$ cat src/stepper_microstep_position_controller_unit_macros.svh
// ----------------------------------------------------------------------------
// Stepper controller assertion macros
// Shared concurrent assertion forms, clocked on clk and disabled in reset.
// ----------------------------------------------------------------------------
`ifndef STEPPER_MICROSTEP_POSITION_CONTROLLER_UNIT_MACROS_SVH
`define STEPPER_MICROSTEP_POSITION_CONTROLLER_UNIT_MACROS_SVH

// Same-cycle implication.
`define STMPC_ASSERT_IMPL(lbl, cond, prop, msg) \
  lbl: assert property (@(posedge clk) disable iff (rst) (cond) |-> (prop)) \
    else $error(msg);

// Next-cycle implication.
`define STMPC_ASSERT_NEXT(lbl, cond, prop, msg) \
  lbl: assert property (@(posedge clk) disable iff (rst) (cond) |=> (prop)) \
    else $error(msg);

`endif

$ cat src/stmpc_pkg.sv
// ----------------------------------------------------------------------------
// Stepper controller package
// Shared codes, word types and the target clamp used by the controller.
// ----------------------------------------------------------------------------
package stmpc_pkg;

  localparam logic [1:0] REQ_PWM    = 2'd0;
  localparam logic [1:0] REQ_TIMER  = 2'd1;
  localparam logic [1:0] REQ_TARGET = 2'd2;

  localparam logic [1:0] MODE_ABS = 2'd0;
  localparam logic [1:0] MODE_CW  = 2'd1;
  localparam logic [1:0] MODE_CCW = 2'd2;

  localparam logic [1:0] DIR_CCW  = 2'd0;
  localparam logic [1:0] DIR_CW   = 2'd1;
  localparam logic [1:0] DIR_STOP = 2'd2;

  localparam logic [1:0] DUTY_NONE = 2'd0;
  localparam logic [1:0] DUTY_FULL = 2'd1;
  localparam logic [1:0] DUTY_LOW  = 2'd2;

  localparam logic [2:0] CFG_MAX_LIMIT   = 3'd0;
  localparam logic [2:0] CFG_MIN_LIMIT   = 3'd1;
  localparam logic [2:0] CFG_MICRO_RATIO = 3'd2;
  localparam logic [2:0] CFG_SLOW_RATIO  = 3'd3;
  localparam logic [2:0] CFG_HOLD_DELAY  = 3'd4;

  localparam logic [15:0] POS_MAX         = 16'hFFFF;
  localparam logic [5:0]  MICROS_PER_STEP = 6'd32;

  typedef struct packed {
    logic [15:0] max_limit;
    logic [15:0] min_limit;
    logic [7:0]  micro_ratio;
    logic [7:0]  slow_micro_ratio;
    logic [15:0] hold_delay;
  } cfg_t;

  typedef struct packed {
    logic [1:0]  req_type;
    logic [1:0]  move_mode;
    logic [15:0] move_value;
    logic        slow_mode;
  } req_t;

  typedef struct packed {
    logic [6:0]  phase_index;
    logic [1:0]  duty_update;
    logic [15:0] position;
    logic [15:0] target;
    logic [1:0]  motion;
  } res_t;

  function automatic logic [15:0] clamp_target(input logic [15:0] t,
                                               input logic [15:0] hi,
                                               input logic [15:0] lo);
    logic [15:0] r;
    r = t;
    if (r >= hi) r = hi;
    if (r <= lo) r = lo;
    return r;
  endfunction

endpackage

$ cat src/stmpc_cfg_regs.sv
// ----------------------------------------------------------------------------
// Stepper controller configuration registers
// Holds the limits, divider ratios and hold delay written over the cfg channel.
// ----------------------------------------------------------------------------
module stmpc_cfg_regs (
  input  logic             clk,
  input  logic             rst,
  input  logic             wr_en,
  input  logic [2:0]       wr_index,
  input  logic [31:0]      wr_data,
  output stmpc_pkg::cfg_t  cfg
);
  import stmpc_pkg::*;

  cfg_t regs;

  always_ff @(posedge clk) begin
    if (rst) begin
      regs.max_limit        <= 16'd65535;
      regs.min_limit        <= 16'd0;
      regs.micro_ratio      <= 8'd4;
      regs.slow_micro_ratio <= 8'd16;
      regs.hold_delay       <= 16'd40000;
    end else if (wr_en) begin
      unique case (wr_index)
        CFG_MAX_LIMIT:   regs.max_limit        <= wr_data[15:0];
        CFG_MIN_LIMIT:   regs.min_limit        <= wr_data[15:0];
        CFG_MICRO_RATIO: regs.micro_ratio      <= wr_data[7:0];
        CFG_SLOW_RATIO:  regs.slow_micro_ratio <= wr_data[7:0];
        CFG_HOLD_DELAY:  regs.hold_delay       <= wr_data[15:0];
        default: ;
      endcase
    end
  end

  assign cfg = regs;

endmodule

$ cat src/stmpc_core.sv
// ----------------------------------------------------------------------------
// Stepper controller core
// Motor state registers and the combinational update for one request word.
// ----------------------------------------------------------------------------
module stmpc_core #(
  parameter logic [15:0] HOME_POS = 16'd0
) (
  input  logic             clk,
  input  logic             rst,
  input  logic             en,
  input  stmpc_pkg::cfg_t  cfg,
  input  stmpc_pkg::req_t  req,
  output stmpc_pkg::res_t  res
);
  import stmpc_pkg::*;

  logic [15:0] cur_position, cur_position_next;
  logic [15:0] tgt_position, tgt_position_next;
  logic [1:0]  motion_dir, motion_dir_next;
  logic [6:0]  phase, phase_next;
  logic [7:0]  tick_divider, tick_divider_next;
  logic [4:0]  micro_in_step, micro_in_step_next;
  logic [15:0] stopped_ticks, stopped_ticks_next;
  logic [1:0]  duty;

  logic [7:0]  ratio;
  logic [7:0]  div_inc;
  logic [5:0]  micro_inc;
  logic [16:0] stop_inc;
  logic [16:0] add_sum;
  logic [15:0] raw_target;
  logic [15:0] lim_target;

  always_comb begin
    cur_position_next    = cur_position;
    tgt_position_next    = tgt_position;
    motion_dir_next      = motion_dir;
    phase_next           = phase;
    tick_divider_next    = tick_divider;
    micro_in_step_next   = micro_in_step;
    stopped_ticks_next   = stopped_ticks;
    duty                 = DUTY_NONE;

    ratio     = req.slow_mode ? cfg.slow_micro_ratio : cfg.micro_ratio;
    div_inc   = tick_divider + 8'd1;
    micro_inc = {1'b0, micro_in_step} + 6'd1;
    stop_inc  = {1'b0, stopped_ticks} + 17'd1;
    add_sum   = {1'b0, tgt_position} + {1'b0, req.move_value};

    case (req.move_mode)
      MODE_ABS: raw_target = req.move_value;
      MODE_CW:  raw_target = add_sum[16] ? POS_MAX : add_sum[15:0];
      MODE_CCW: raw_target = (tgt_position >= req.move_value) ?
                             tgt_position - req.move_value : 16'd0;
      default:  raw_target = tgt_position;
    endcase

    lim_target = clamp_target((req.req_type == REQ_TARGET) ? raw_target : tgt_position,
                              cfg.max_limit, cfg.min_limit);

    unique case (req.req_type)
      REQ_PWM: begin
        if (motion_dir != DIR_STOP) begin
          stopped_ticks_next = 16'd0;
          if (div_inc >= ratio) begin
            tick_divider_next = 8'd0;
            phase_next = (motion_dir == DIR_CW) ? phase - 7'd1 : phase + 7'd1;
            duty = DUTY_FULL;
            if (micro_inc >= MICROS_PER_STEP) begin
              micro_in_step_next = 5'd0;
              if (motion_dir == DIR_CW) begin
                if (cur_position != POS_MAX) cur_position_next = cur_position + 16'd1;
              end else begin
                if (cur_position != 16'd0) cur_position_next = cur_position - 16'd1;
              end
              motion_dir_next = DIR_STOP;
            end else begin
              micro_in_step_next = micro_inc[4:0];
            end
          end else begin
            tick_divider_next = div_inc;
          end
        end else if (stop_inc >= {1'b0, cfg.hold_delay}) begin
          stopped_ticks_next = cfg.hold_delay;
          duty = DUTY_LOW;
        end else begin
          stopped_ticks_next = stop_inc[15:0];
        end
      end
      REQ_TIMER: begin
        if (motion_dir == DIR_STOP) begin
          tgt_position_next = lim_target;
          if (cur_position > lim_target) motion_dir_next = DIR_CCW;
          else if (cur_position < lim_target) motion_dir_next = DIR_CW;
        end
      end
      REQ_TARGET: begin
        tgt_position_next = lim_target;
      end
      default: ;
    endcase
  end

  always_ff @(posedge clk) begin
    if (rst) begin
      cur_position    <= HOME_POS;
      tgt_position    <= HOME_POS;
      motion_dir      <= DIR_STOP;
      phase           <= 7'd0;
      tick_divider    <= 8'd0;
      micro_in_step   <= 5'd0;
      stopped_ticks   <= 16'd0;
    end else if (en) begin
      cur_position    <= cur_position_next;
      tgt_position    <= tgt_position_next;
      motion_dir      <= motion_dir_next;
      phase           <= phase_next;
      tick_divider    <= tick_divider_next;
      micro_in_step   <= micro_in_step_next;
      stopped_ticks   <= stopped_ticks_next;
    end
  end

  always_comb begin
    res.phase_index = phase_next;
    res.duty_update = duty;
    res.position    = cur_position_next;
    res.target      = tgt_position_next;
    res.motion      = motion_dir_next;
  end

endmodule

$ cat src/stepper_microstep_position_controller_unit.sv
// ----------------------------------------------------------------------------
// Stepper microstep position controller
// An accepted word waits in the input register until the result register is
// free, then its result is registered there. Throughput is one word per
// cycle while out_ready is high; the motor state update is combinational.
// Synchronous reset puts the motor at HOME_POS, stopped, with the
// default limits, ratios and hold delay, and empties both registers.
// ----------------------------------------------------------------------------
`include "stepper_microstep_position_controller_unit_macros.svh"

module stepper_microstep_position_controller_unit #(
  parameter logic [15:0] HOME_POS = 16'd0
) (
  input  logic        clk,
  input  logic        rst,
  input  logic        cfg_valid,
  output logic        cfg_ready,
  input  logic [2:0]  cfg_index,
  input  logic [31:0] cfg_data,
  input  logic        in_valid,
  output logic        in_ready,
  input  logic [1:0]  req_type,
  input  logic [1:0]  move_mode,
  input  logic [15:0] move_value,
  input  logic        slow_mode,
  output logic        out_valid,
  input  logic        out_ready,
  output logic [6:0]  phase_index,
  output logic [1:0]  duty_update,
  output logic [15:0] position,
  output logic [15:0] target,
  output logic [1:0]  motion
);
  import stmpc_pkg::*;

  cfg_t cfg;
  req_t held_req;
  res_t core_res;
  res_t held_res;
  logic in_full;
  logic proc;

  assign cfg_ready = 1'b1;
  assign proc      = in_full && (!out_valid || out_ready);
  assign in_ready  = !in_full || proc;

  stmpc_cfg_regs u_cfg (
    .clk      (clk),
    .rst      (rst),
    .wr_en    (cfg_valid),
    .wr_index (cfg_index),
    .wr_data  (cfg_data),
    .cfg      (cfg)
  );

  stmpc_core #(
    .HOME_POS (HOME_POS)
  ) u_core (
    .clk (clk),
    .rst (rst),
    .en  (proc),
    .cfg (cfg),
    .req (held_req),
    .res (core_res)
  );

  always_ff @(posedge clk) begin
    if (rst) begin
      in_full <= 1'b0;
    end else if (in_valid && in_ready) begin
      in_full <= 1'b1;
    end else if (proc) begin
      in_full <= 1'b0;
    end
  end

  always_ff @(posedge clk) begin
    if (in_valid && in_ready) begin
      held_req.req_type   <= req_type;
      held_req.move_mode  <= move_mode;
      held_req.move_value <= move_value;
      held_req.slow_mode  <= slow_mode;
    end
  end

  always_ff @(posedge clk) begin
    if (rst) begin
      out_valid <= 1'b0;
    end else if (proc) begin
      out_valid <= 1'b1;
    end else if (out_ready) begin
      out_valid <= 1'b0;
    end
  end

  always_ff @(posedge clk) begin
    if (proc) begin
      held_res <= core_res;
    end
  end

  assign phase_index = held_res.phase_index;
  assign duty_update = held_res.duty_update;
  assign position    = held_res.position;
  assign target      = held_res.target;
  assign motion      = held_res.motion;

  `STMPC_ASSERT_NEXT(a_proc_gives_result, proc, out_valid, "processed word gave no result")
  `STMPC_ASSERT_NEXT(a_held_word_kept, in_full && !proc, in_full, "held input word was dropped")
  `STMPC_ASSERT_IMPL(a_low_power_stopped, out_valid && (duty_update == DUTY_LOW),
                     motion == DIR_STOP, "low power table requested while moving")

endmodule
$ cat config.mk
export PLATFORM = sky130hd
export DESIGN_NAME = stepper_microstep_position_controller_unit
export DESIGN_NICKNAME = d
export VERILOG_FILES = /design/src/stmpc_pkg.sv /design/src/stmpc_cfg_regs.sv /design/src/stmpc_core.sv /design/src/stepper_microstep_position_controller_unit.sv
export VERILOG_INCLUDE_DIRS = /design/src /design/src/src
export SDC_FILE = /design/constraint.sdc
export NUM_CORES = 1
export LEC_CHECK = 0
export BUFFER_PORTS_ARGS = -buffer_cell sky130_fd_sc_hd__buf_2
export CAP_MARGIN = 20
export CORE_MARGIN = 2
export CORE_UTILIZATION = 60
export CTS_CLUSTER_SIZE = 14
export DETAILED_ROUTE_END_ITERATION = 10
export GPL_TIMING_DRIVEN = 1
export PLACE_DENSITY = 0.8
export SLEW_MARGIN = 10
export SYNTH_ARGS = -nofsm -noshare
export SYNTH_HDL_FRONTEND = slang
export SYNTH_SLANG_ARGS = --single-unit
$ cat constraint.sdc
create_clock -name clk -period 9.4 [get_ports clk]
set_input_delay 1.41 -clock clk [delete_from_list [all_inputs] [get_ports clk]]
set_output_delay 1.41 -clock clk [all_outputs]
set_load 0.01 [all_outputs]
==> results of run 1 <==
stage by stage:
stage	hold WS, ns	util	total power [W]
6_report	0.456	0.664	0.00206
5_1_grt	0.469	0.664	0.00214
4_1_cts	0.456	0.663	0.00206
3_5_place_dp	0.446	0.636	0.00132
3_3_place_gp	0.440	0.636	0.00131
2_1_floorplan	0.433	-	0.00120
worst min-delay path, cell delays in order, from the launching register on:
cell	delay [ns]
dfxtp_1	0.31
nand2_1	0.05
a21oi_1	0.05
cell usage in the layout, fill, tap and decap left out, types with 6 or more instances in the layout:
master       n
inv_1      110
buf_2       89
nor4_1       6
o21a_1      15
dfxtp_1    136
o21ai_1     19
ha_1       118
nand4_1     22
o22ai_1     10
mux2_2      13
a22o_1      12
o31a_1       8
edfxtp_1    64
clkbuf_16   17
nand2_1    214
nor2_1     129
and3_1      17
or3_1       10
o31ai_1     17
o211ai_1    31
o21ai_0     49
nand2b_1    13
or2_1        6
a211oi_1    18
a21o_1      21
buf_4       18
xnor2_1     49
nor2b_1     18
a31oi_1     29
nor3_1      41
nand3_1     45
xor2_1      25
a21oi_1    123
mux2i_1     24
logic make-up after synthesis:
kind of cell,Yosys count
compound gates,415
xor+xnor,74
fa+ha+maj,121
buf+inv,188
flops,200
mux,38
other cells,1
simple gates,548
power breakdown:
group	internal, W	total (W)	leakage [nW]	switching (W)
clock network	0.000395	0.000753	0.295	0.000358
logic	0.000130	0.000374	4.21	0.000244
registers	0.000918	0.000935	1.71	0.0000178
total	0.00144	0.00206	6.21	0.000619
state kept, by name, indices dropped and copies added (netlist names), 8 cells and up:
register and cells:
position 16, held_req 21, u_core.tick_divider 8, u_cfg.cfg 64
u_core.cur_position 16, u_core.stopped_ticks 16, target 16, u_core.tgt_position 16
routing by layer:
layer  vias to the layer above  track usage  wire, um
li1                       5755            -         -
met5                         -            0         0
met2                       463        0.491     16600
met4                         0        0.102       991
met1                      5686        0.393     14900
met3                        74       0.0476      2580
area by class of cell:
type | count | share of cell area
Sequential cell | 200 | 0.322
Multi-Input combinational cell | 1197 | 0.541
Inverter | 113 | 0.0294
Clock buffer | 21 | 0.0322
Tap cell | 280 | 0.0243
Timing Repair Buffer | 108 | 0.0413
Clock inverter | 11 | 0.00895
what timing repair did:
action / 4_1_cts / 5_1_grt
hold buffers: 0 / 0
resized for setup: 0 / 1
endpoints found under the setup margin: 0 / 3
worst max path at each step:
| stage | from | end |
|---|---|---|
| floorplan | held_req[1] | u_core.motion_dir[1] |
| global placement | u_core.tgt_position[9] | motion[1] |
| detailed placement | u_core.tgt_position[9] | u_core.motion_dir[1] |
| CTS | u_core.tgt_position[9] | u_core.motion_dir[1] |
| global route | u_core.tgt_position[9] | u_core.motion_dir[1] |
| finish | u_core.tgt_position[9] | u_core.motion_dir[1] |
==> impl_metrics.ini, run 1 <==
[sta]
tightest_slew_ns = 1.08
fin_crit_ns = 8.74
maxSlewViolCount = 0
rsz0062_at_grt = false
max_slew_margin = 0.273
final.setup.tns_ns = 0
finalCritPeriodShare = 0.930
skew_ns = 0.0139
fin_ws_ns = 0.658
hold_viol_final = 0
fmax_ghz = 0.114
setup_viol = 0

[drt]
routed_via_density = 6.21
drtAntennaViolNets = 0
drt_wl_total_um = 35000
drt_iter0_markers = 1130
drt-wirelength-per-cell_um = 18.1
dr.pass1.iters = 8
num_vias = 12000
drc_errors = 0

[logic_synthesis]
async_reset_ff_frac = 0
synth_xor_area_frac = 0.0493
synth_top_cell_area_share = 0.207
yosysWarnings = 0
ys_seq_elements = 200
synth_edf_count = 64
synth.avg_cell_area_um2 = 8.30
syn_nets = 1767
synth_simple_gate_area_frac = 0.190
synth_top_family_by_area = compound AO/OA/AOI/OAI gates
synthTopCellsByCount = nand2_1, dfxtp_1, nor2_1
yosysTopAreaCell = dfxtp_1
synth.yosys.seq_area_share = 0.353
synth_area_leaders = dfxtp_1, edfxtp_1, ha_1
synthMuxAreaShare = 0.0303
ys.flop_type = dfxtp_1
synth-compound-area-share = 0.205
syn-cell-area_um2 = 13200
synth.most_common_cell = nand2_1
synthAdderAreaFrac = 0.117
synthCells = 1585
yosys.cell_types.count = 82

[cells_and_area]
drive_above_1_share = 0.105
final_cell_count_no_fill = 1930
seq_area_um2 = 4640
nets = 1819
multi_input_area_um2 = 7800
antennaDiodeCount = 0
fin_area_um2 = 14400
fill_cells = 1801
area_growth_pct = 9.54

[grt]
grt_max_degree = 84
antenna_found_initial = 0
grt_overflow = 0
grt_pass1_wl_um = 56100
grt_pass1_vias = 11200
track_usage = 0.295

[clock_tree]
cts_buffer_depth = 2
cts-root-buf = clkbuf_16
cts_buffers = 17
cts_setup_buffers = 0
htreeDepth = 4
cts_tree = yes
path_clk_slew_ns = 0.07
clock_sink_count = 200
clk_latency_ns = 0.45

[critical_path]
crit_required_ns = 9.70
worstSetupStartpointType = register
endpoint_kind = register
worstPathMaxFanout = 26
cp_common_cell = o21ai_0
r2r-start = u_core.tgt_position[9]
reg2reg_slack_ns = 0.66
max_stage_delay_ns = 0.59
crit_family = compound AO/OA/AOI/OAI gates
path_depth = 33
worst-setup-path-type = register to register
critPathBufInv = 1
ff2ff_path_depth = 33
worst_r2r_endpoint = u_core.motion_dir[1]
worstPathArrival_ns = 9.04
cpMaxStageDelayCell = a311oi_2

[run]
maxCapViolCount = 0

[floorplan]
die-width_um = 152
initial_core_util = 0.606
ios = 107
die_area_um2 = 23100
row_count = 54
core_um2 = 21700
dieHeight_um = 152

[place]
port_buffers = 89
placed_area_um2 = 13800
dp_hpwl_um = 25600
place_worst_setup_slack_ns = 0.826
dp_cells = 1897
gp_congestion = 0.962

[power_and_ir_drop]
ir_drop_mv = 0.118
power_density_nw_per_um2 = 143
p_leak_nw = 6.21

[run_status]
status = finished, final reports clean

[min_path]
hold_depth = 2
hold_start = u_cfg.cfg[44]
min_to = u_cfg.cfg[44]
hold_class = register to register
No activity file was read; power rests on OpenSTA's default activity.
==> run 2, diff against run 1 <==
--- a/config.mk
+++ b/config.mk
@@ -17,4 +17,5 @@
 export SLEW_MARGIN = 10
 export SYNTH_ARGS = -nofsm -noshare
 export SYNTH_HDL_FRONTEND = slang
+export SYNTH_HIERARCHICAL = 1
 export SYNTH_SLANG_ARGS = --single-unit
==> run 2 against run 1 <==
Fmax down 0.98%; sequential power down 0.5%; clock skew down 0.0011 ns; register-to-register slack got worse by 0.09 ns; critical path type unchanged; largest cell class unchanged; largest power group unchanged.
==> impl_metrics.ini, run 2 <==
[grt]
antenna_found_initial = 0
grt_pass1_wl_um = 56200
grt_pass1_vias = 11200
grt_max_degree = 85
track_usage = 0.292
grt_overflow = 0

[sta]
final.setup.tns_ns = 0
maxSlewViolCount = 0
hold_viol_final = 0
fmax_ghz = 0.113
max_slew_margin = 0.288
tightest_slew_ns = 1.07
setup_viol = 0
rsz0062_at_grt = false
finalCritPeriodShare = 0.939
fin_crit_ns = 8.83
skew_ns = 0.0128

[place]
dp_cells = 1848
port_buffers = 89
gp_congestion = 0.938
dp_hpwl_um = 25400

[critical_path]
endpoint_kind = register
crit_required_ns = 9.69
path_depth = 31
worstSetupStartpointType = register
r2r-start = held_req[12]
cpMaxStageDelayCell = a311oi_1
max_stage_delay_ns = 0.58
cp_common_cell = ha_1
endpoint = motion[1]
worst-setup-path-type = register to register
ff2ff_path_depth = 31
critPathBufInv = 4
worst_r2r_endpoint = motion[1]
worstPathArrival_ns = 9.12
crit_family = compound AO/OA/AOI/OAI gates
worstPathMaxFanout = 11
reg2reg_slack_ns = 0.57
crit_path_start = held_req[12]

[logic_synthesis]
yosys.cell_types.count = 83
synth.yosys.seq_area_share = 0.343
syn_nets = 1726
syn-cell-area_um2 = 13500
async_reset_ff_frac = 0
synth_edf_count = 64
ys.flop_type = dfxtp_1
synth_area_leaders = dfxtp_1, edfxtp_1, ha_1
yosysTopAreaCell = dfxtp_1
synthTopCellsByCount = nor2_1, dfxtp_1, ha_1
synthCells = 1544
synth.most_common_cell = nor2_1
synth_top_cell_area_share = 0.201
synth.avg_cell_area_um2 = 8.77
ys_seq_elements = 200
yosysWarnings = 6

[power_and_ir_drop]
ir_drop_mv = 0.0990
total_power_w = 0.00198
power_density_nw_per_um2 = 134
p_leak_nw = 6.55

[cells_and_area]
nets = 1773
largest_reg_flops = 64
antennaDiodeCount = 0
drive_above_1_share = 0.113
area_growth_pct = 8.74
utilization = 0.670
mostFrequentLayoutCells = nor2_1, dfxtp_1, ha_1
final_cell_count_no_fill = 1884
layout_commonest_cell = nor2_1

[drt]
dr.pass1.iters = 8
drc_errors = 0
drt-wirelength-per-cell_um = 18.5
drtAntennaViolNets = 0
num_vias = 11600
drt_wl_total_um = 34900
drt_iter0_markers = 786
routed_via_density = 6.17

[floorplan]
initial_core_util = 0.617
die_area_um2 = 23800
die-width_um = 154
dieHeight_um = 154
ios = 107
core_um2 = 22000
row_count = 54

[run]
maxCapViolCount = 0

[clock_tree]
cts-root-buf = clkbuf_16
path_clk_slew_ns = 0.08
cts_buffers = 17
cts_tree = yes
htreeDepth = 4
cts_buffer_depth = 2
clock_sink_count = 200
clk_latency_ns = 0.44

[run_status]
status = finished, final reports clean

[min_path]
hold_class = register to register
==> run 2: cell types whose count changed in the layout (fill, tap and decap cells not counted), sizes merged, moves of 16 or more <==
cell and change:
nor3 -22, mux2i +57, a21oi -29, a31oi -16, nor2 +18, nand2 -103
o211ai -22, nand2b +67
==> run 2: how the worst min path moves through the flow <==
stage                  startpoint       endpoint  slack [ns]  depth (start not counted)
detailed placement  u_cfg/cfg[44]  u_cfg/cfg[44]        0.46                          2
finish              u_cfg/cfg[46]  u_cfg/cfg[46]        0.48                          2
floorplan           u_cfg/cfg[46]  u_cfg/cfg[46]        0.45                          2
global route        u_cfg/cfg[46]  u_cfg/cfg[46]        0.50                          2
CTS                 u_cfg/cfg[46]  u_cfg/cfg[46]        0.48                          2
global placement    u_cfg/cfg[27]  u_cfg/cfg[27]        0.46                          2
==> run 2: through the flow <==
| step | setup WS [ns] | hold slack [ns] | cell area [um^2] |
|---|---|---|---|
| floorplan | 1.63 | 0.448 | 13500 |
| global placement | 0.874 | 0.462 | 14100 |
| detailed placement | 0.779 | 0.462 | 14100 |
| CTS | 0.685 | 0.480 | 14700 |
| global route | 0.0859 | 0.498 | 14700 |
| finish | 0.572 | 0.477 | 14700 |
==> run 2: cell families (layout without fill, tap and decap cells) <==
family | after synthesis | count (layout) | synth area share
adder cells (fa/ha/maj) | 121 | 121 | 0.113
other | 1 | 1 | 0.000277
AND/OR/NAND/NOR | 519 | 519 | 0.193
AO/OA/AOI/OAI | 357 | 357 | 0.176
buffers and inverters | 183 | 243 | 0.0577
multiplexers | 97 | 97 | 0.0738
XOR/XNOR | 66 | 66 | 0.0427
flip-flops | 200 | 200 | 0.343
==> run 2: routing by layer <==
layer  wire, um  track usage  up-vias
met2      16700        0.487      405
met1      15200        0.389     5538
met4        794        0.102        0
li1           -            -     5618
met5          0            0        -
met3       2220       0.0451       60
==> run 2: cell type report <==
| class | instances | area [um^2] |
|---|---|---|
| Sequential cell | 200 | 4640 |
| Clock buffer | 18 | 450 |
| Multi-Input combinational cell | 1161 | 8130 |
| Timing Repair Buffer | 109 | 599 |
| Tap cell | 280 | 350 |
| Fill cell | 1746 | 7240 |
| Clock inverter | 14 | 166 |
| Inverter | 102 | 383 |
==> run 2: timing repair <==
item | in CTS | in global routing
hold buffers | 0 | 0
setup endpoints to repair | 0 | 2
gates resized for setup | 0 | 0
setup buffers | 0 | 2
==> run 2: where the power goes <==
group          internal (W)  leakage (nW)  switching, W  total (W)
clock              0.000378         0.296      0.000380   0.000758
sequential         0.000913          1.71     0.0000168   0.000930
combinational      0.000110          4.54      0.000181   0.000291
==> run 2: worst register-to-register path: cells and delay by family, from the launching register on <==
family | cells | cell delay [ns]
compound gates | 17 | 5.19
fa+ha+maj | 4 | 1.20
mux | 2 | 0.82
buf+inv | 4 | 0.55
simple gates | 4 | 0.50
flops | 1 | 0.43
